$ cat src/hw/rtl/mcc_pkg.sv
// mcc_pkg: shared constants and types for the multichannel conv2d block
// no dependencies
`timescale 1ns / 1ps
package mcc_pkg;
   localparam int MAX_WIDTH_DEF    = 256;
   localparam int MAX_CHANNELS_DEF = 16;
   localparam int MAX_FILTERS_DEF  = 16;
   localparam int MAX_KERNEL_DEF   = 5;
   localparam int SAMPLE_BITS_DEF  = 16;

   localparam logic [1:0] OP_SAMPLE = 2'd0;
   localparam logic [1:0] OP_WEIGHT = 2'd1;
   localparam logic [1:0] OP_BIAS   = 2'd2;

   localparam logic [2:0] REG_HEIGHT   = 3'd0;
   localparam logic [2:0] REG_WIDTH    = 3'd1;
   localparam logic [2:0] REG_CHANNELS = 3'd2;
   localparam logic [2:0] REG_FILTERS  = 3'd3;
   localparam logic [2:0] REG_KH       = 3'd4;
   localparam logic [2:0] REG_KW       = 3'd5;
   localparam logic [2:0] REG_STRIDE   = 3'd6;

   // command from controller to datapath
   typedef struct packed {
      logic clear;     // start of one filter sum: load bias
      logic mac;       // accumulate the registered product
      logic finish;    // saturate and load the result register
   } dp_cmd_type;
endpackage

$ cat src/hw/rtl/mcc_datapath.sv
// mcc_datapath: multiply-accumulate, saturation and result register
// depends on mcc_pkg
`timescale 1ns / 1ps
module mcc_datapath import mcc_pkg::*; #(
   parameter int SAMPLE_BITS = SAMPLE_BITS_DEF
) (
   input  logic                          clock,
   input  dp_cmd_type                    cmd,
   input  logic signed [SAMPLE_BITS-1:0] wgt,
   input  logic signed [SAMPLE_BITS-1:0] smp,
   input  logic signed [31:0]            bias,
   output logic signed [31:0]            value,
   output logic                          sat
);
   localparam int ACC_BITS = 2 * SAMPLE_BITS + 16;

   logic signed [2*SAMPLE_BITS-1:0] prod_ff;
   logic signed [ACC_BITS-1:0]      acc_ff, acc_in;
   logic signed [31:0]              value_ff;
   logic                            sat_ff;

   // accumulate next value
   always_comb begin
      acc_in = acc_ff;
      if (cmd.clear) begin
         acc_in = ACC_BITS'(bias);
      end else if (cmd.mac) begin
         acc_in = acc_ff + ACC_BITS'(prod_ff);
      end
   end

   // product register, accumulator and saturated result
   always_ff @(posedge clock) begin
      prod_ff <= wgt * smp;
      acc_ff  <= acc_in;
      if (cmd.finish) begin
         if (acc_ff > ACC_BITS'(64'sh7FFFFFFF)) begin
            value_ff <= 32'sh7FFFFFFF;
            sat_ff   <= 1'b1;
         end else if (acc_ff < -ACC_BITS'(64'sh80000000)) begin
            value_ff <= 32'sh80000000;
            sat_ff   <= 1'b1;
         end else begin
            value_ff <= acc_ff[31:0];
            sat_ff   <= 1'b0;
         end
      end
   end

   assign value = value_ff;
   assign sat   = sat_ff;
endmodule

$ cat config.mk
export PLATFORM = sky130hd
export DESIGN_NAME = mcc_datapath
export DESIGN_NICKNAME = d
export VERILOG_FILES = /design/src/hw/rtl/mcc_pkg.sv /design/src/hw/rtl/mcc_datapath.sv
export SDC_FILE = /design/constraint.sdc
export NUM_CORES = 1
export LEC_CHECK = 0
export BUFFER_PORTS_ARGS = -buffer_cell sky130_fd_sc_hd__buf_2
export CAP_MARGIN = 20
export CORE_MARGIN = 2
export CORE_UTILIZATION = 57
export DETAILED_ROUTE_END_ITERATION = 8
export PLACE_DENSITY_LB_ADDON = 0.05
export SLEW_MARGIN = 20
export SYNTH_ARGS = -nofsm -noshare
export SYNTH_HDL_FRONTEND = slang
export SYNTH_SLANG_ARGS = --single-unit
$ cat constraint.sdc
create_clock -name clock -period 7.3 [get_ports clock]
set_clock_uncertainty 0.1 [all_clocks]
set_input_delay 0.73 -clock clock [delete_from_list [all_inputs] [get_ports clock]]
set_output_delay 0.73 -clock clock [all_outputs]
set_load 0.01 [all_outputs]
; ---- Word level (Yosys, flattened, before mapping)
; Cells that the tools add are included.
[totals]
in_bits = 68
latchBits = 0
output_inout_bits = 33
rom_bits = 0
ramBits = 0
reg_bits = 113
memories = 0
elab_cells = 13
[classes]
n_eq_ne = 0
div = 0
reduce_logical = 1
n_lt_le_gt_ge = 2
n_bitwise = 0
mul = 1
n_addsub = 1
shift = 0
n_mux = 4
[op_table]
columns = cell, n
row1 = $mux 48, 2
row2 = $add 48x32->48, 1
row3 = $gt 48x32->1 const B, 1
row4 = $lt 48x32->1 const B, 1
row5 = $mul 16x16->32, 1
row6 = $mux 32, 1
row7 = $reduce_bool 2->1, 1
row8 = $mux 1, 1

; ---- Logic depth before layout (Yosys ltp)
; Gate-level depths: netlist of run 1.
[depth]
word_depth = 3
ltp_mapped = 25
depth_no_buf = 23

; ---- Worst setup path after synthesis of run 1
; OpenSTA, ideal clock, no wires.
[synth_path]
path_kind = input -> register
from = input port wgt[15]
to = register prod_ff[28]
arrival_time_ps = 6384
path_buffers = 1
required_ps = 7082
stages = 22
setup_time_ps = 118
setup_slack_ps = 698
cell_sequence = clkbuf_1 -> nand2_1 -> fa_1 -> inv_1 -> fa_1 -> inv_1 -> fa_1 -> inv_1 -> fa_1 -> fa_1 -> inv_1 -> fa_1 -> inv_1 -> ha_1 -> a21o_1 -> a21o_1 -> a21oi_1 -> o21ai_0 -> a21o_1 -> a21oi_1 -> nand2_1 -> xor2_1
[synth_between]
elab_chain_len = 1
[synth_lines]
columns = element, line
row1 = from (decl), mcc_datapath.sv:9  ; input logic signed [SAMPLE_BITS-1:0] wgt,
row2 = $mul 16x16->32, mcc_datapath.sv:34  ; prod_ff <= wgt * smp;
row3 = to (signal assigned), mcc_datapath.sv:34
row4 = to (decl), mcc_datapath.sv:17  ; logic signed [2*SAMPLE_BITS-1:0] prod_ff;
; No other way between the ends.
; A chain may end at the register's enable or synchronous reset.

; ---- Worst setup path in the final report of run 1
[layout_path]
from = input port wgt[4]
to = register prod_ff[24]
; Same word-level chain as after synthesis.

==> results of run 1 <==
## worst max-delay path by stage
stage               startpoint                   to  slack, ns  cells after the start
floorplan              wgt[15]  prod_ff[28]$_DFF_P_       0.70                     22
global placement        wgt[8]  prod_ff[31]$_DFF_P_       0.70                     22
detailed placement      smp[4]  prod_ff[31]$_DFF_P_       0.60                     21
CTS                     smp[4]  prod_ff[31]$_DFF_P_       1.05                     21
global route            smp[4]  prod_ff[31]$_DFF_P_       0.70                     21
finish                  wgt[4]  prod_ff[24]$_DFF_P_       1.07                     21
## logic make-up (layout without fill, tap and decap cells)
group,Yosys count,in the layout
AOI/OAI and AO/OA,301,301
xor gates and xnor gates,73,73
adders and majority gates,392,392
buffers and inverters,417,487
DFF,113,113
muxes,4,4
and+or+nand+nor,461,461
## placed cells by master (no fill, tap or decap), types with 4 or more instances in the layout
master / netlist / routed
nor2_1: 49 / 49
a31oi_1: 8 / 8
a21oi_2: 4 / 4
clkinv_4: 0 / 4
o31ai_1: 4 / 4
clkbuf_16: 0 / 17
edfxtp_1: 81 / 81
xor2_1: 25 / 25
and2_1: 121 / 121
o211ai_1: 5 / 5
a211oi_1: 5 / 5
o21a_1: 9 / 9
nand3_1: 16 / 16
fa_1: 263 / 263
nor4_1: 4 / 4
nor3b_1: 6 / 6
nor2b_1: 7 / 7
nand2b_1: 15 / 15
o21bai_1: 16 / 16
xnor2_1: 48 / 48
o21ai_0: 66 / 66
o21ai_1: 13 / 13
nand2_1: 192 / 192
nand4_1: 20 / 20
a21oi_1: 65 / 65
nor3_1: 17 / 17
a21o_1: 66 / 66
a211oi_2: 4 / 4
buf_4: 1 / 7
dfxtp_1: 32 / 32
ha_1: 129 / 129
buf_2: 7 / 100
inv_6: 0 / 6
inv_1: 348 / 348
## per-stage QoR
step / worst slack (ns) / area (um^2)
after detailed placement: 0.603 / 17300
after global routing: 0.700 / 17900
final: 1.07 / 17900
after global placement: 0.698 / 17300
after floorplan: 0.698 / 16600
after CTS: 1.05 / 17900
## routing by layer
metal / up-vias / wire [um] / share of wire
met5: - / 0 / 0
met4: 0 / 812 / 0.022
met3: 57 / 2000 / 0.055
met2: 351 / 16300 / 0.45
met1: 5724 / 17300 / 0.48
li1: 5739 / - / -
## flip-flops by register name, indices dropped and copies added (netlist names)
name	cells
sat	1
acc_ff	48
prod_ff	32
value	32
## final cells by class
type | instances | share of cell area
sequential | 113 | 0.172
inverter | 348 | 0.0729
clock buffer | 17 | 0.0238
timing repair buffer | 107 | 0.0309
multi-input combinational | 1231 | 0.666
clock inverter | 15 | 0.00831
tap | 384 | 0.0268
## worst max-delay path, delay by kind of cell
kind            cells  cell delay, ns
xor+xnor            1            0.14
buf+inv             4            0.46
simple gates        1            0.15
compound gates      8            1.49
fa+ha+maj           7            3.51
==> results.json, run 1 <==
{
  "run_status": "complete, no violations",
  "grt_pass1_vias": 12437,
  "die_y_um": 175,
  "wire_per_inst_um": 16.4,
  "syn_area_per_cell_um2": 9.41,
  "multi_input_area_um2": 11900,
  "cp.required_ns": 7.55,
  "holdPathStages": 1,
  "synthXorXnorAreaFrac": 0.0386,
  "io_buffer_count": 100,
  "synth-compound-area-share": 0.123,
  "fmax_mhz": 160,
  "cpMostUsedCell": "fa_1",
  "worstSetupPathType": "in2reg",
  "hold_ws_ns": 0.477,
  "fin_nets": 2278,
  "cts_tree": "built",
  "met3_usage": 0.0359,
  "htree_levels": 4,
  "synthTopCellsByArea": "fa_1 (32%), edfxtp_1 (15%), ha_1 (9.7%)",
  "vias_per_cell": 5.36,
  "synth.distinct_cells": 68,
  "ctsResizeCount": 0,
  "dp.cells": 2183,
  "reg2reg_to": "acc_ff[46]$_DFFE_PP_",
  "die_x_um": 175,
  "crit_path_end_kind": "flop",
  "slew_headroom": 0.270,
  "gp_congestion": 0.937,
  "fin_util": 0.624,
  "fin_tns_setup_ns": 0,
  "drt-initial-drc-count": 780,
  "synth.top_cells.by_count": "inv_1 (348), fa_1 (263), nand2_1 (192), ha_1 (129), and2_1 (121)",
  "antenna_left": 0,
  "arrival_ns": 6.48,
  "ys_seq_area_frac": 0.185,
  "post-cts-setup-buffers": 0,
  "drc_errors": 0,
  "synth-simple-area-share": 0.140,
  "antenna_found_initial": 0,
  "worst_pin_slew_ns": 1.08,
  "routed-via-count": 11871,
  "worstPathCellList": "buf_2, nand2_1, fa_1, inv_1, fa_1, fa_1, fa_1, fa_1, inv_1, fa_1, inv_1, ha_1, a21o_1, a21o_1, a21o_1, a21oi_1, o31ai_4, a31oi_4, o21bai_1, a21oi_1, xnor2_1",
  "synth_cells": 1761,
  "hold_start": "acc_ff[17]$_DFFE_PP_",
  "fillers": 2514,
  "clkTransAtPathRegs_ns": 0.06,
  "max_stage_delay_ns": 0.55,
  "synth_enable_flop_cells": 81,
  "synth_top_area_share": 0.318,
  "grt_pass1_wl_um": 61900,
  "syn_nets": 2221,
  "cap_viol_max_count": 0,
  "post-synth-top-count-cell": "inv_1",
  "finalHoldViolations": 0,
  "dieArea_um2": 30500,
  "worstReg2RegStart": "acc_ff[0]$_DFFE_PP_",
  "hold-path-endpoint": "value[17]$_SDFFCE_PN1P_",
  "synth.largest_area_cell": "fa_1",
  "synth_warnings": 0,
  "ios": 101,
  "grtUsageTotal": 0.253,
  "clk_latency_ns": 0.42,
  "rows": 62,
  "register_area_um2": 3070,
  "wl_um": 36400,
  "start_util": 0.577,
  "place_hpwl_um": 29700,
  "synth-main-ff-cell": "edfxtp_1",
  "synth-adder-area-share": 0.415,
  "ys_ff_latch": 113,
  "syn_area_um2": 16600,
  "async_flop_share": 0,
  "grt_max_degree": 87,
  "drv_slew": 0,
  "busiest_layer": "met2",
  "antenna_cells": 0,
  "layout-drive-gt1-share": 0.0912,
  "drt_pass1_iterations": 5,
  "grtUsageMet1": 0.361,
  "cts_root_buffer": "clkbuf_16",
  "synth_mux_area_frac": 0.00249,
  "rsz0062_at_grt": "no",
  "grt.met2_usage": 0.401,
  "synth_top_family_by_area": "adder cells",
  "holdCritPathClass": "reg2reg",
  "crit_fanout": 16,
  "min_period_over_period": 0.854,
  "reg2regPathDepth": 12,
  "finalCriticalPeriod_ns": 6.23,
  "critPathSlowestCell": "fa_1",
  "clockBufferDepth": 2,
  "core-area_um2": 28700,
  "hold_buffers": 0,
  "r2r_slack_ns": 3.89,
  "grt.overflow.total": 0,
  "final_cells": 2215,
  "cts_buffers": 17,
  "syn2layout_area_growth_pct": 8.06,
  "finalSetupViolations": 0,
  "clkSinkCount": 113,
  "start_kind": "primary input"
}
Power of run 1 is not shown: default switching activity piles up to over one toggle a cycle in this logic, so the estimate is an artifact.
==> run 2: changes to the inputs <==
BUFFER_PORTS_ARGS = not set   (was -buffer_cell sky130_fd_sc_hd__buf_2)
DONT_BUFFER_PORTS = 1   (was not set)
==> results.json, run 2 (synthesis gave the netlist of run 1 again) <==
{
  "routed-via-count": 11526,
  "antenna_left": 0,
  "largest_reg_flops": 48,
  "start_util": 0.577,
  "holdPathStages": 0,
  "cts_tree": "built",
  "min_period_over_period": 0.859,
  "worstSetupPathType": "in2reg",
  "cts_buffers": 17,
  "run_status": "complete, no violations",
  "final_cell_mix": "inv_1 (348), fa_1 (263), nand2_1 (192)",
  "clkSinkCount": 113,
  "ctsResizeCount": 0,
  "crit_path_end_kind": "flop",
  "finalCriticalPeriod_ns": 6.27,
  "start_kind": "primary input",
  "grt_pass1_vias": 12111,
  "drt-initial-drc-count": 575,
  "wl_um": 36500,
  "fin_util": 0.607,
  "antenna_found_initial": 0,
  "rows": 62,
  "dieArea_um2": 30500,
  "gp_congestion": 0.884,
  "finalHoldViolations": 0,
  "drc_errors": 0,
  "io_buffer_count": 0,
  "die_x_um": 175,
  "clk_latency_ns": 0.42,
  "clockBufferDepth": 2,
  "clkTransAtPathRegs_ns": 0.06,
  "drt_pass1_iterations": 5,
  "fin_tns_setup_ns": 0,
  "wire_per_inst_um": 17.3,
  "rsz0062_at_grt": "no",
  "cap_viol_max_count": 0,
  "drv_slew": 0,
  "antenna_cells": 0,
  "ios": 101,
  "fin_nets": 2176,
  "htree_levels": 4,
  "place_hpwl_um": 29600,
  "finalSetupViolations": 0,
  "layout-drive-gt1-share": 0.0376,
  "post-cts-setup-buffers": 0,
  "reg2regPathDepth": 12,
  "syn2layout_area_growth_pct": 5.08,
  "grt_pass1_wl_um": 61500,
  "core-area_um2": 28700,
  "dp.cells": 2081,
  "die_y_um": 175,
  "grtUsageTotal": 0.254,
  "worst_pin_slew_ns": 1.07,
  "grt_max_degree": 87,
  "regMostFlops": "acc_ff",
  "crit_fanout": 16,
  "cts_root_buffer": "clkbuf_16",
  "holdCritPathClass": "in2reg",
  "final_common_cell": "inv_1",
  "cp.required_ns": 7.51,
  "vias_per_cell": 5.45,
  "slew_headroom": 0.277,
  "fmax_mhz": 159,
  "grt.overflow.total": 0,
  "hold_buffers": 0,
  "arrival_ns": 6.48,
  "final_cells": 2113
}
[run 2: worst max-delay path: stages]
cell     delay, ns
nand2_1       0.10
fa_1          0.58
inv_1         0.08
fa_1          0.94
inv_1         0.20
fa_1          0.56
inv_1         0.05
fa_1          0.46
fa_1          0.54
inv_1         0.05
fa_1          0.53
inv_1         0.04
ha_1          0.37
a21o_1        0.18
a21o_1        0.17
a21oi_1       0.22
o21ai_0       0.12
a21o_1        0.19
a21oi_1       0.14
nand2_1       0.08
xor2_1        0.14
[run 2: cell type report]
cell class / instances / area (um^2)
Clock buffer: 17 / 425
Clock inverter: 15 / 170
Fill cell: 2550 / 11300
Inverter: 348 / 1310
Multi-Input combinational cell: 1231 / 11900
Sequential cell: 113 / 3070
Tap cell: 384 / 480
Timing Repair Buffer: 5 / 37.5
[run 2: routing by layer]
layer  track usage  share of wire
met1         0.359           0.48
met2         0.401           0.44
met3        0.0497          0.057
met4        0.0740          0.022
met5             0              0
[run 2: final timing paths]
path	start	end	slack, ns
min	cmd[0]	value[1]$_SDFFCE_PN1P_	0.32
min reg2reg	acc_ff[13]$_DFFE_PP_	value[13]$_SDFFCE_PN1P_	0.48
max reg2reg	acc_ff[0]$_DFFE_PP_	acc_ff[42]$_DFFE_PP_	3.87
max	wgt[15]	prod_ff[28]$_DFF_P_	1.03
[run 2: stage by stage]
step	cell area (um^2)	hold slack [ns]	setup WS, ns
after floorplan	16600	0.425	0.698
after global placement	16800	0.464	0.676
after detailed placement	16800	0.465	0.566
after CTS	17400	0.302	0.992
after global routing	17400	0.298	0.661
final	17400	0.317	1.03
Power of run 2 is left out for the same reason.
==> run 3: changes to the inputs <==
CTS_BUF_LIST = sky130_fd_sc_hd__clkbuf_2 sky130_fd_sc_hd__clkbuf_4 sky130_fd_sc_hd__clkbuf_8   (was not set)
==> results.json, run 3 (synthesis gave the netlist of run 1 again) <==
{
  "regMostFlops": "acc_ff",
  "die_x_um": 175,
  "cts_root_buffer": "clkbuf_8",
  "cts_buffers": 17,
  "drt_pass1_iterations": 5,
  "hold_buffers": 0,
  "antenna_left": 0,
  "worstSetupPathType": "in2reg",
  "clkSinkCount": 113,
  "largest_reg_flops": 48,
  "final_cell_mix": "inv_1 (348), fa_1 (263), nand2_1 (192)",
  "cap_viol_max_count": 0,
  "dieArea_um2": 30500,
  "cts_tree": "built",
  "finalHoldViolations": 0,
  "htree_levels": 4,
  "clockBufferDepth": 2,
  "place_hpwl_um": 29600,
  "crit_path_end_kind": "flop",
  "routed-via-count": 11523,
  "grt_max_degree": 87,
  "layout-drive-gt1-share": 0.0376,
  "fin_nets": 2176,
  "worst_pin_slew_ns": 1.03,
  "fin_tns_setup_ns": 0,
  "clk_latency_ns": 0.45,
  "drc_errors": 0,
  "rsz0062_at_grt": "no",
  "final_common_cell": "inv_1",
  "crit_fanout": 16,
  "io_buffer_count": 0,
  "vias_per_cell": 5.45,
  "clkTransAtPathRegs_ns": 0.08,
  "fmax_mhz": 160,
  "rows": 62,
  "finalSetupViolations": 0,
  "wl_um": 36500,
  "syn2layout_area_growth_pct": 3.93,
  "wire_per_inst_um": 17.3,
  "ios": 101,
  "grt_pass1_wl_um": 61500,
  "start_util": 0.577,
  "gp_congestion": 0.884,
  "grt_pass1_vias": 12106,
  "core-area_um2": 28700,
  "drt-initial-drc-count": 590,
  "arrival_ns": 6.49,
  "antenna_cells": 0,
  "finalCriticalPeriod_ns": 6.26,
  "holdCritPathClass": "in2reg",
  "antenna_found_initial": 0,
  "ctsResizeCount": 0,
  "start_kind": "primary input",
  "cp.required_ns": 7.53,
  "drv_slew": 0,
  "grtUsageTotal": 0.254,
  "post-cts-setup-buffers": 0,
  "min_period_over_period": 0.857,
  "grt.overflow.total": 0,
  "run_status": "complete, no violations",
  "slew_headroom": 0.303,
  "die_y_um": 175
}
[run 3: cell counts in the layout (fill, tap and decap cells not counted)]
Identical to the previous run, type by type.
[run 3: final cells by class]
type	instances	area, um^2
flip-flops and latches	113	3070
clock buffers	17	234
clock inverters	15	170
fillers	2569	11500
well taps	384	480
inverters	348	1310
repair buffers	5	37.5
multi-input cells	1231	11900
[run 3: metrics by stage]
step | std cells | instance area, um^2 | hold slack [ns] | setup slack [ns] | util
finish | 2113 | 17200 | 0.290 | 1.04 | 0.600
global route | 2113 | 17200 | 0.260 | 0.701 | 0.600
CTS | 2113 | 17200 | 0.262 | 1.03 | 0.600
detailed placement | 2081 | 16800 | 0.465 | 0.566 | 0.586
global placement | 2081 | 16800 | 0.464 | 0.676 | 0.586
floorplan | 1761 | 16600 | 0.425 | 0.698 | -
[run 3: worst paths after layout]
| check | from | cells past startpoint | slack, ns | end |
|---|---|---|---|---|
| max | wgt[15] | 21 | 1.04 | prod_ff[28]$_DFF_P_ |
| min | cmd[0] | 0 | 0.29 | value[1]$_SDFFCE_PN1P_ |
| max reg2reg | acc_ff[0]$_DFFE_PP_ | 12 | 3.86 | acc_ff[42]$_DFFE_PP_ |
| min reg2reg | acc_ff[13]$_DFFE_PP_ | 1 | 0.49 | value[13]$_SDFFCE_PN1P_ |
[run 3: routing by layer]
| layer | GRT usage | vias up | share of wire |
|---|---|---|---|
| li1 | - | 5534 | - |
| met1 | 0.364 | 5616 | 0.48 |
| met2 | 0.403 | 316 | 0.44 |
| met3 | 0.0396 | 57 | 0.050 |
| met4 | 0.0736 | 0 | 0.022 |
| met5 | 0 | - | 0 |
[run 3: critical path, stage by stage]
cell and delay, ns:
nand2_1 0.10, fa_1 0.58, inv_1 0.08, fa_1 0.95, inv_1 0.20, fa_1 0.56, inv_1 0.05, fa_1 0.46
fa_1 0.54, inv_1 0.05, fa_1 0.53, inv_1 0.04, ha_1 0.37, a21o_1 0.19, a21o_1 0.17, a21oi_1 0.22
o21ai_0 0.12, a21o_1 0.19, a21oi_1 0.14, nand2_1 0.08, xor2_1 0.14
Power of run 3 is left out for the same reason.
