## config.mk

```make
export PLATFORM = sky130hd
export DESIGN_NAME = mcc_ctrl
export DESIGN_NICKNAME = d
export VERILOG_FILES = /design/src/hw/rtl/mcc_pkg.sv /design/src/hw/rtl/mcc_ctrl.sv
export SDC_FILE = /design/constraint.sdc
export NUM_CORES = 1
export LEC_CHECK = 0
export BUFFER_PORTS_ARGS = -buffer_cell sky130_fd_sc_hd__buf_2
export CORE_ASPECT_RATIO = 0.6
export CORE_MARGIN = 2
export CORE_UTILIZATION = 60
export CTS_CLUSTER_SIZE = 24
export DETAILED_ROUTE_END_ITERATION = 8
export GPL_TIMING_DRIVEN = 0
export PLACE_DENSITY = 0.8
export SETUP_SLACK_MARGIN = 0.2
export SYNTH_ARGS = -nofsm -noshare
export SYNTH_HDL_FRONTEND = slang
export SYNTH_SLANG_ARGS = --single-unit
export TNS_END_PERCENT = 50
```

## constraint.sdc

```tcl
create_clock -name clock -period 21.7 [get_ports clock]
set_input_delay 4.34 -clock clock [delete_from_list [all_inputs] [get_ports clock]]
set_output_delay 4.34 -clock clock [all_outputs]
set_load 0.01 [all_outputs]
```

## src/hw/rtl/mcc_pkg.sv

```systemverilog
// mcc_pkg: shared constants and types for the multichannel conv2d block
// no dependencies
`timescale 1ns / 1ps
package mcc_pkg;
   localparam int MAX_WIDTH_DEF    = 256;
   localparam int MAX_CHANNELS_DEF = 16;
   localparam int MAX_FILTERS_DEF  = 16;
   localparam int MAX_KERNEL_DEF   = 5;
   localparam int SAMPLE_BITS_DEF  = 16;

   localparam logic [1:0] OP_SAMPLE = 2'd0;
   localparam logic [1:0] OP_WEIGHT = 2'd1;
   localparam logic [1:0] OP_BIAS   = 2'd2;

   localparam logic [2:0] REG_HEIGHT   = 3'd0;
   localparam logic [2:0] REG_WIDTH    = 3'd1;
   localparam logic [2:0] REG_CHANNELS = 3'd2;
   localparam logic [2:0] REG_FILTERS  = 3'd3;
   localparam logic [2:0] REG_KH       = 3'd4;
   localparam logic [2:0] REG_KW       = 3'd5;
   localparam logic [2:0] REG_STRIDE   = 3'd6;

   // command from controller to datapath
   typedef struct packed {
      logic clear;     // start of one filter sum: load bias
      logic mac;       // accumulate the registered product
      logic finish;    // saturate and load the result register
   } dp_cmd_type;
endpackage

```

## src/hw/rtl/mcc_ctrl.sv

```systemverilog
// mcc_ctrl: sequencer for writes, position counters and the per-filter mac loop
// depends on mcc_pkg
`timescale 1ns / 1ps
module mcc_ctrl import mcc_pkg::*; #(
   parameter int MAX_WIDTH    = MAX_WIDTH_DEF,
   parameter int MAX_CHANNELS = MAX_CHANNELS_DEF,
   parameter int MAX_FILTERS  = MAX_FILTERS_DEF,
   parameter int MAX_KERNEL   = MAX_KERNEL_DEF,
   parameter int LA = $clog2(MAX_KERNEL * MAX_WIDTH * MAX_CHANNELS),
   parameter int WA = $clog2(MAX_FILTERS * MAX_KERNEL * MAX_KERNEL * MAX_CHANNELS)
) (
   input  logic         clock,
   input  logic         reset,
   // configuration, already clamped
   input  logic [12:0]  cfg_h,
   input  logic [12:0]  cfg_w,
   input  logic [6:0]   cfg_c,
   input  logic [6:0]   cfg_f,
   input  logic [3:0]   cfg_kh,
   input  logic [3:0]   cfg_kw,
   input  logic [2:0]   cfg_s,
   // input channel
   input  logic         req_valid,
   output logic         req_ready,
   input  logic [1:0]   req_op,
   input  logic [3:0]   req_filter_index,
   input  logic [2:0]   req_kernel_row,
   input  logic [2:0]   req_kernel_col,
   input  logic [3:0]   req_channel_index,
   // stores
   output logic         line_we,
   output logic [LA-1:0] line_waddr,
   output logic [LA-1:0] line_raddr,
   output logic         wgt_we,
   output logic [WA-1:0] wgt_waddr,
   output logic [WA-1:0] wgt_raddr,
   output logic         bias_we,
   output logic [3:0]   bias_widx,
   output logic [5:0]   bias_ridx,
   // datapath
   output dp_cmd_type   cmd,
   // result channel
   output logic         rsp_valid,
   input  logic         rsp_ready,
   output logic [11:0]  rsp_out_row,
   output logic [7:0]   rsp_out_col,
   output logic [3:0]   rsp_out_filter,
   output logic         rsp_last_of_pixel
);
   localparam logic [2:0] ST_IDLE = 3'd0;
   localparam logic [2:0] ST_MAC  = 3'd1;
   localparam logic [2:0] ST_FIN  = 3'd2;
   localparam logic [2:0] ST_OUT  = 3'd3;
   localparam logic [2:0] ST_WAIT = 3'd4;
   localparam int RB = $clog2(MAX_KERNEL);
   localparam int LAT = 2;  // address to product valid

   logic [2:0]  state_ff, state_in;
   logic [12:0] row_ff, row_in;
   logic [12:0] col_ff, col_in;
   logic [6:0]  ch_ff, ch_in;
   // window origin column and loop counters
   logic [12:0] c0_ff, c0_in;
   logic [6:0]  f_ff, f_in, lc_ff, lc_in;
   logic [3:0]  la_ff, la_in, lb_ff, lb_in;
   logic        issue_ff, issue_in;
   logic [LAT-1:0] pipe_ff;
   logic [1:0]  fin_cnt_ff, fin_cnt_in;
   logic [RB-1:0] rmod_ff, rmod_in;   // (r0 + a) mod MAX_KERNEL
   logic [RB-1:0] r0mod_ff, r0mod_in;
   logic [RB-1:0] rowmod_ff, rowmod_in;
   logic [11:0] orow_ff, orow_in;
   logic [7:0]  ocol_ff, ocol_in;
   logic        rvalid_ff, rvalid_in;

   logic        acc_sample, fire, is_last_ch;
   logic [12:0] c0v, r0v;
   logic [12:0] rq, cq;
   logic        r_align, c_align;
   logic        done_loop;
   logic [RB-1:0] rowmod_nx;
   logic [RB-1:0] slot0;

   // quotient by the stride (1 to 4); three by reciprocal multiplication
   function automatic logic [12:0] div_stride(logic [12:0] x, logic [2:0] s);
      logic [29:0] p;
      p = 30'(x) * 30'd43691;
      case (s)
         3'd2:    return x >> 1;
         3'd3:    return 13'(p >> 17);
         3'd4:    return x >> 2;
         default: return x;
      endcase
   endfunction

   assign acc_sample = req_valid && req_ready && (req_op == OP_SAMPLE);
   assign is_last_ch = (ch_ff + 7'd1 >= cfg_c);
   assign r0v = row_ff + 13'd1 - 13'(cfg_kh);
   assign c0v = col_ff + 13'd1 - 13'(cfg_kw);
   assign rowmod_nx = (32'(rowmod_ff) + 1 >= MAX_KERNEL) ? '0 : rowmod_ff + RB'(1);
   assign req_ready = (state_ff == ST_IDLE) && !rvalid_ff;

   // origin row slot: row - (kh-1) mod MAX_KERNEL
   assign slot0 = (32'(rowmod_ff) + 1 >= 32'(cfg_kh)) ?
                  RB'(32'(rowmod_ff) + 1 - 32'(cfg_kh)) :
                  RB'(32'(rowmod_ff) + MAX_KERNEL + 1 - 32'(cfg_kh));

   // output position and stride alignment of the window origin
   assign rq = div_stride(r0v, cfg_s);
   assign cq = div_stride(c0v, cfg_s);
   assign r_align = (13'(rq * 13'(cfg_s)) == r0v);
   assign c_align = (13'(cq * 13'(cfg_s)) == c0v);

   // window trigger
   always_comb begin
      fire = acc_sample && is_last_ch && (row_ff < cfg_h) && (col_ff < cfg_w) &&
             (row_ff + 13'd1 >= 13'(cfg_kh)) && (col_ff + 13'd1 >= 13'(cfg_kw)) &&
             r_align && c_align;
   end

   // store write ports
   always_comb begin
      line_we    = acc_sample && (ch_ff < 7'(MAX_CHANNELS)) &&
                   (32'(col_ff) < MAX_WIDTH);
      line_waddr = LA'((32'(rowmod_ff) * MAX_WIDTH + 32'(col_ff)) * MAX_CHANNELS
                       + 32'(ch_ff));
      wgt_we     = req_valid && req_ready && (req_op == OP_WEIGHT) &&
                   (32'(req_filter_index) < MAX_FILTERS) &&
                   (32'(req_kernel_row) < MAX_KERNEL) &&
                   (32'(req_kernel_col) < MAX_KERNEL) &&
                   (32'(req_channel_index) < MAX_CHANNELS);
      wgt_waddr  = WA'(((32'(req_filter_index) * MAX_KERNEL + 32'(req_kernel_row))
                       * MAX_KERNEL + 32'(req_kernel_col)) * MAX_CHANNELS
                       + 32'(req_channel_index));
      bias_we    = req_valid && req_ready && (req_op == OP_BIAS) &&
                   (32'(req_filter_index) < MAX_FILTERS);
      bias_widx  = req_filter_index;
      // bias of the upcoming filter, ready when its sum is cleared
      bias_ridx  = f_in[5:0];
      line_raddr = LA'((32'(rmod_ff) * MAX_WIDTH + 32'(c0_ff) + 32'(lb_ff))
                       * MAX_CHANNELS + 32'(lc_ff));
      wgt_raddr  = WA'(((32'(f_ff) * MAX_KERNEL + 32'(la_ff)) * MAX_KERNEL
                       + 32'(lb_ff)) * MAX_CHANNELS + 32'(lc_ff));
   end

   assign done_loop = (lb_ff + 4'd1 >= cfg_kw) && (la_ff + 4'd1 >= cfg_kh) &&
                      (lc_ff + 7'd1 >= cfg_c);

   // next-state and counter logic
   always_comb begin
      state_in = state_ff; row_in = row_ff; col_in = col_ff; ch_in = ch_ff;
      c0_in = c0_ff; f_in = f_ff; lc_in = lc_ff;
      la_in = la_ff; lb_in = lb_ff; issue_in = 1'b0; fin_cnt_in = fin_cnt_ff;
      rmod_in = rmod_ff; r0mod_in = r0mod_ff; rowmod_in = rowmod_ff;
      orow_in = orow_ff; ocol_in = ocol_ff; rvalid_in = rvalid_ff;
      cmd = '0;
      if (rvalid_ff && rsp_ready) begin
         rvalid_in = 1'b0;
      end
      case (state_ff)
         ST_IDLE: begin
            if (acc_sample) begin
               if (!is_last_ch) begin
                  ch_in = ch_ff + 7'd1;
               end else begin
                  ch_in = '0;
                  if (fire) begin
                     state_in = ST_MAC;
                     c0_in = c0v;
                     r0mod_in = slot0;
                     rmod_in = slot0;
                     f_in = '0; la_in = '0; lb_in = '0; lc_in = '0;
                     orow_in = rq[11:0]; ocol_in = cq[7:0];
                     issue_in = 1'b1;
                  end
                  // advance position counters
                  if (col_ff + 13'd1 >= cfg_w) begin
                     col_in = '0;
                     if (row_ff + 13'd1 >= cfg_h) begin
                        row_in = '0; rowmod_in = '0;
                     end else begin
                        row_in = row_ff + 13'd1; rowmod_in = rowmod_nx;
                     end
                  end else begin
                     col_in = col_ff + 13'd1;
                  end
               end
            end
         end
         ST_MAC: begin
            cmd.clear = (la_ff == 4'd0) && (lb_ff == 4'd0) && (lc_ff == 7'd0) &&
                        issue_ff;
            if (done_loop) begin
               state_in = ST_FIN; fin_cnt_in = '0;
            end else begin
               issue_in = 1'b0;
               if (lb_ff + 4'd1 < cfg_kw) begin
                  lb_in = lb_ff + 4'd1;
               end else begin
                  lb_in = '0;
                  if (la_ff + 4'd1 < cfg_kh) begin
                     la_in = la_ff + 4'd1;
                     rmod_in = (32'(rmod_ff) + 1 >= MAX_KERNEL) ? '0 : rmod_ff + RB'(1);
                  end else begin
                     la_in = '0; rmod_in = r0mod_ff; lc_in = lc_ff + 7'd1;
                  end
               end
            end
            cmd.mac = pipe_ff[LAT-1];
         end
         ST_FIN: begin
            // drain the read and multiply pipeline
            cmd.mac = pipe_ff[LAT-1];
            fin_cnt_in = fin_cnt_ff + 2'd1;
            if (fin_cnt_ff == 2'(LAT)) begin
               cmd.mac = 1'b0;
               cmd.finish = 1'b1;
               state_in = ST_OUT;
            end
         end
         ST_OUT: begin
            if (!rvalid_ff || rsp_ready) begin
               rvalid_in = 1'b1;
               state_in = ST_WAIT;
            end
         end
         ST_WAIT: begin
            // result presented; move on once it is transferred
            if (rsp_ready) begin
               if (f_ff + 7'd1 >= cfg_f) begin
                  state_in = ST_IDLE;
               end else begin
                  f_in = f_ff + 7'd1; la_in = '0; lb_in = '0; lc_in = '0;
                  rmod_in = r0mod_ff; issue_in = 1'b1; state_in = ST_MAC;
               end
            end
         end
         default: state_in = ST_IDLE;
      endcase
   end

   // registers
   always_ff @(posedge clock) begin
      if (reset) begin
         state_ff <= ST_IDLE; row_ff <= '0; col_ff <= '0; ch_ff <= '0;
         rowmod_ff <= '0; rvalid_ff <= 1'b0; pipe_ff <= '0; issue_ff <= 1'b0;
         f_ff <= '0; fin_cnt_ff <= '0;
      end else begin
         state_ff <= state_in; row_ff <= row_in; col_ff <= col_in; ch_ff <= ch_in;
         rowmod_ff <= rowmod_in; rvalid_ff <= rvalid_in; issue_ff <= issue_in;
         pipe_ff <= {pipe_ff[LAT-2:0], state_ff == ST_MAC};
         f_ff <= f_in; fin_cnt_ff <= fin_cnt_in;
      end
      c0_ff <= c0_in; lc_ff <= lc_in; la_ff <= la_in;
      lb_ff <= lb_in; rmod_ff <= rmod_in; r0mod_ff <= r0mod_in;
      orow_ff <= orow_in; ocol_ff <= ocol_in;
   end

   assign rsp_valid = rvalid_ff;
   assign rsp_out_row = orow_ff;
   assign rsp_out_col = ocol_ff;
   assign rsp_out_filter = f_ff[3:0];
   assign rsp_last_of_pixel = (f_ff + 7'd1 >= cfg_f);

   // a result never waits while a new item is accepted
   a_no_accept_busy: assert property (@(posedge clock) disable iff (reset)
      req_valid && req_ready |-> !rsp_valid && state_ff == ST_IDLE)
      else $error("item accepted while busy");
   // a held result keeps its filter number
   a_hold: assert property (@(posedge clock) disable iff (reset)
      rsp_valid && !rsp_ready |=> $stable(rsp_out_filter))
      else $error("result filter changed under stall");
   // finish only in the drain state and with no result pending
   a_fin: assert property (@(posedge clock) disable iff (reset)
      cmd.finish |-> state_ff == ST_FIN && !rvalid_ff)
      else $error("finish while a result is pending");
endmodule

```

; ---- Yosys cells after proc, flatten, opt, wreduce, memory -nomap -nowiden
; Index checks and enable logic that the tools add are counted.
[word_totals]
out_inout_bits = 99
ramBits = 0
reg_bits = 104
latch_bits = 0
mem_bits_ro = 0
in_bits = 71
word_cells = 210
mem_count = 0
[op_classes]
n_eq_ne = 23
n_reduce_logical = 42
n_mux = 69
n_shift = 0
bitwise_logic = 0
n_lt_le_gt_ge = 20
add_sub_neg = 29
n_mul = 8
n_div = 0
[op_table]
columns = cell, n
row1 = 7-bit 2-to-1 mux, 14
row2 = 13-bit one-hot mux with 3 select lines, 2
row3 = 13-bit by 16-bit multiplier with 29-bit output (second input constant), 2
row4 = 3-bit 2-to-1 mux, 19
row5 = 4-bit 2-to-1 mux, 10
row6 = 15-bit by 7-bit adder with 15-bit output, 2
row7 = 13-bit by 1-bit adder with 13-bit output (second input constant), 2
row8 = 13-bit == test, 2
row9 = 13-bit >= comparator, 2
row10 = 13-bit by 4-bit >= comparator with 1-bit output, 2
row11 = 13-bit less-than comparator, 2
row12 = 13-bit by 3-bit multiplier with 13-bit output, 2
row13 = 13-bit 2-to-1 mux, 2
row14 = 13-bit by 4-bit subtractor with 13-bit output, 2
row15 = 4-bit one-hot mux with 3 select lines, 2
row16 = 11-bit adder, 2
row17 = 1-bit logical AND, 22
row18 = 2-bit != test (second input constant), 11
row19 = 7-bit by 1-bit adder with 7-bit output (second input constant), 3
row20 = 7-bit >= comparator, 3
row21 = 7-bit one-hot mux with 3 select lines, 1
row22 = 3-bit one-hot mux with 5 select lines, 1
row23 = 7-bit one-hot mux with 2 select lines, 1
row24 = 7-bit AND reduction, 2
row25 = 47 further kinds, 78

; ---- Longest topological paths before layout
[depth]
word_depth = 15
depth_mapped = 49
mapped_depth_nobuf = 46

; ---- Least setup slack after synthesis
; Ideal clock, no wire load.
[synth_timing]
kind = input to output
from = input port cfg_kh[2]
to = output port bias_ridx[2]
path_stages = 44
slack_ns = 2.940
n_path_buf = 2
required_ns = 17.360
t_arrival_ns = 14.420
path_cell_list = inv_1 -> ha_1 -> nor2b_1 -> o21ai_0 -> o211ai_1 -> nor4_2 -> xnor2_1 -> inv_1 -> ha_1 -> inv_1 -> fa_1 -> inv_1 -> fa_1 -> fa_1 -> inv_1 -> fa_1 -> inv_1 -> ha_1 -> [... 8 more ...] -> nand2_1 -> fa_1 -> inv_1 -> ha_1 -> fa_1 -> a21o_1 -> a21oi_1 -> nor2b_1 -> o21a_1 -> o31ai_1 -> xnor2_1 -> nand2_1 -> or4_1 -> or4_4 -> a211oi_4 -> buf_6 -> o21ai_1 -> buf_4
[synth_via]
elab_chain_len = 11
word_cells_on_any_way = 14
cone_classes = 1 x add/sub / 2 x mul / 1 x order compare / 1 x eq/ne / 5 x mux / 4 x reduce/logical
[synth_lines]
columns = element, line
row1 = start: declaration, mcc_ctrl.sv:19  ; input logic [3:0] cfg_kh,
row2 = 13-bit by 4-bit subtractor with 13-bit output (*), mcc_ctrl.sv:98  ; assign r0v = row_ff + 13'd1 - 13'(cfg_kh);
row3 = 13-bit by 16-bit multiplier with 29-bit output, mcc_ctrl.sv:87  ; p = 30'(x) * 30'd43691;
row4 = 13-bit one-hot mux with 3 select lines (*), mcc_ctrl.sv:88  ; case (s)
row5 = via rq[2], mcc_ctrl.sv:78  ; logic [12:0] rq, cq;
row6 = 13-bit by 3-bit multiplier with 13-bit output (*), mcc_ctrl.sv:111  ; assign r_align = (13'(rq * 13'(cfg_s)) == r0v);
row7 = 13-bit == test (*), mcc_ctrl.sv:111
row8 = 1-bit logical AND (*), mcc_ctrl.sv:117  ; (row_ff + 13'd1 >= 13'(cfg_kh)) && (col_ff + 13'd1 >= 13'(cfg_kw)) &&
row9 = 1-bit logical AND (*), mcc_ctrl.sv:118  ; r_align && c_align;
row10 = 7-bit 2-to-1 mux (*), mcc_ctrl.sv:167  ; if (fire) begin
row11 = 7-bit 2-to-1 mux (*), mcc_ctrl.sv:163  ; if (!is_last_ch) begin
row12 = 7-bit 2-to-1 mux (*), mcc_ctrl.sv:162  ; if (acc_sample) begin
row13 = 7-bit one-hot mux with 2 select lines (*), mcc_ctrl.sv:160  ; case (state_ff)
row14 = end: declaration, mcc_ctrl.sv:39  ; output logic [5:0] bias_ridx,
; The timed path passes the listed nets; every way through them passes the cells marked *. The select of a mux whose other input is x is not followed.

; ---- Final worst setup path
[layout_timing]
from = input port cfg_kh[2]
to = output port bias_ridx[0]
; The elaborated chain is that of the path after synthesis.

==> results.py <==
metrics = {
    "status": {
        "status": "finished with violations",
        "violations": "DRC",
    },
    "cts": {
        "cts.sinks": 104,
        "insertion_delay_ns": 0.39,
        "htreeDepth": 3,
        "root_buffer": "clkbuf_16",
        "cts_tree": "built",
        "clk_pin_slew_ns": 0.08,
        "clock_path_buffers": 2,
        "cts_made_buffers": 9,
    },
    "timing": {
        "relSlewSlack_pct": 2.342,
        "tns_ns": 0,
        "worstMarginPinSlew_ns": 1.465,
        "drv_slew": 0,
        "hold_viol": 0,
        "period_minus_slack_ns": 20.97,
        "fin_crit_sh_pct": 96.66,
        "setup_viol": 0,
        "rsz0062_at_grt": "no",
        "finClkSkew_ns": 0.01629,
        "fmaxAchievable_ghz": 0.04768,
    },
    "logic_synthesis": {
        "yosys.area_share.simple_pct": 13.67,
        "muxShareOfSynthArea_pct": 0.8348,
        "synth_edf_count": 52,
        "syn_area_per_cell_sq_um": 8.591,
        "yosysWarnings": 0,
        "post_synth_num_cell_types": 102,
        "synth_xor_area_share_pct": 10.10,
        "netlist_area_sq_um": 19790,
        "seq_area_frac_synth_pct": 13.15,
        "synth_cells": 2303,
        "synth_top_family_by_area": "adder cells",
        "synth_compound_area_share_pct": 14.65,
        "synth_ff_type": "edfxtp_1",
        "synthAdderAreaFrac_pct": 37.16,
        "ys_ff_latch": 104,
        "async_flop_share_pct": 0,
        "synth_fp_nets": 2880,
    },
    "placed_design": {
        "io_buffers": 162,
        "gp_congestion": 1.078,
        "dp_hpwl_microns": 49470,
        "placed_area_sq_um": 21200,
    },
    "drt": {
        "avgRoutedWirePerCell_microns": 20.06,
        "avgViaCountPerCell": 6.006,
        "drt_drc_violations_left": 18,
        "antenna_left": 0,
        "num_vias": 17530,
        "drt-initial-drc-count": 1978,
        "drt_first_pass_iters": 9,
        "finalWirelength_microns": 58530,
    },
    "finish": {
        "mostFrequentLayoutCells": "419 x inv_1, 370 x ha_1, 170 x buf_2, 140 x nand2_1, 136 x fa_1",
        "stdcell_area_sq_um": 21560,
        "syn_to_final_growth_pct": 8.948,
        "fin_nets": 3062,
        "drive_gt1_share_pct": 11.81,
        "final_common_cell": "inv_1",
    },
    "grt": {
        "antenna_found_initial": 5,
        "grt_pass1_wl_microns": 90910,
        "grt_use_total_pct": 34.12,
        "grt_pass1_vias": 16660,
        "overflow": 0,
        "grt_max_degree": 19,
    },
    "die": {
        "initial_core_util_pct": 61.04,
        "row_count": 51,
        "dieHeight_microns": 144.7,
        "dieArea_sq_um": 34490,
        "ioPinCount": 170,
        "core_area_sq_um": 32420,
        "die_x_microns": 238.4,
    },
    "critical_path": {
        "cp-end-kind": "output pin",
        "crit_top_cell": "inv_1",
        "slowest_stage": "fa_1",
        "startpoint_type": "input port",
        "cpPeakStageDelay_ns": 0.62,
        "cp_num_buf_inv": 12,
        "worstSetupPathType": "input port to output pin",
        "critical_path.top_delay_family": "adder cells",
        "cp_max_fo": 10,
        "critPathRequiredTime_ns": 17.36,
        "crit_arrival_ns": 16.63,
    },
    "power_and_ir_drop": {
        "finalPower_uw": 1724,
        "p_leak_uw": 0.01116,
        "ir_drop_v": 0.0001146,
        "power.density_nw_per_um2": 79.98,
    },
    "worst_hold_path": {
        "min-delay-path-class": "flip-flop to flip-flop",
    },
    "flow_run": {
        "maxCapViolations": 0,
    },
}
[area by class of cell]
| type | instances | area (sq um) |
|---|---|---|
| multi-input cells | 1693 | 15170 |
| fillers | 2759 | 10860 |
| flip-flops and latches | 104 | 2603 |
| inverters | 421 | 1580 |
| repair buffers | 171 | 894.6 |
| well taps | 424 | 530.5 |
| plain buffers | 85 | 483.0 |
| clock buffers | 10 | 230.2 |
| clock inverters | 6 | 51.30 |
| diodes | 4 | 10.01 |
[worst paths after layout]
kind	depth (start not counted)	to	start	slack, ns
hold / removal	1	pipe_ff[1]	pipe_ff[0]	0.46
setup / recovery	47	bias_ridx[0]	cfg_kh[2]	0.73
setup reg to reg	46	rsp_out_row[4]	col_ff[0]	7.89
hold reg to reg	1	pipe_ff[1]	pipe_ff[0]	0.46
[routing by layer]
metal	vias up	track usage, %	routed length [microns]
met1	8335	50.67	26370
met3	93	9.844	7582
li1	8145	-	-
met2	953	49.16	23610
met5	-	0	0
met4	0	6.480	969
[cell usage after synthesis (7+ instances only)]
master	n	share of area [%]
inv_1	419	7.9
ha_1	370	23
nand2_1	140	2.7
fa_1	136	14
xnor2_1	127	5.6
nor2_1	123	2.3
a21oi_1	115	2.9
o21ai_0	90	2.3
xor2_1	66	2.9
dfxtp_1	52	5.3
edfxtp_1	52	7.9
nand3_1	49	1.2
a21o_1	41	1.6
clkbuf_1	36	0.68
buf_4	33	1.3
nor2b_1	28	0.89
and3_1	24	0.76
nor3_1	24	0.61
nand2b_1	23	0.73
o21a_1	20	0.76
and2_1	18	0.57
nand4_1	18	0.57
a22oi_1	16	0.61
o21bai_1	16	0.61
o22ai_1	15	0.47
a31oi_1	13	0.41
mux2i_1	12	0.61
o211ai_1	11	0.42
a21boi_0	9	0.34
nor4_1	9	0.28
o31ai_1	9	0.34
xnor2_2	9	0.74
buf_2	8	0.20
and4_1	7	0.31
nor3b_1	7	0.27
or2_2	7	0.22
[power breakdown]
group / internal [uW] / switching, uW / total (uW)
combinational: 546 / 798 / 1340
sequential: 208 / 0.388 / 209
clock: 80.6 / 91.2 / 172
[kinds of logic after synthesis]
kind of cell	after synthesis
flip-flops	104
multiplexers	16
AND/OR/NAND/NOR	524
AO/OA/AOI/OAI	438
buffers and inverters	506
XOR/XNOR	209
adder cells (fa/ha/maj)	506
[through the flow]
step	hold slack, ns	utilization (%)	std cells	worst slack, ns
2_1_floorplan	0.4138	-	2303	2.940
3_3_place_gp	0.4198	65.17	2889	0.3069
3_5_place_dp	0.4385	65.40	2896	0.1868
4_1_cts	0.4576	66.29	2912	0.4703
5_1_grt	0.4747	66.48	2916	0.2042
6_report	0.4599	66.50	2918	0.7258
[what timing repair did]
action | 4_1_cts | 5_1_grt
hold buffers | 0 | 0
buffers inserted | 0 | 2
setup endpoints to repair | 6 | 6
pin swaps | 0 | 1
gates resized for setup | 1 | 4
[registers in the layout, indices dropped and copies added, names as in the netlist, 4 cells and up]
name / count
f_ff: 7
lc_ff: 7
la_ff: 4
lb_ff: 4
rsp_out_row: 12
ch_ff: 7
col_ff: 13
c0_ff: 11
row_ff: 13
rsp_out_col: 8
No activity file was read; power rests on OpenSTA's default activity.
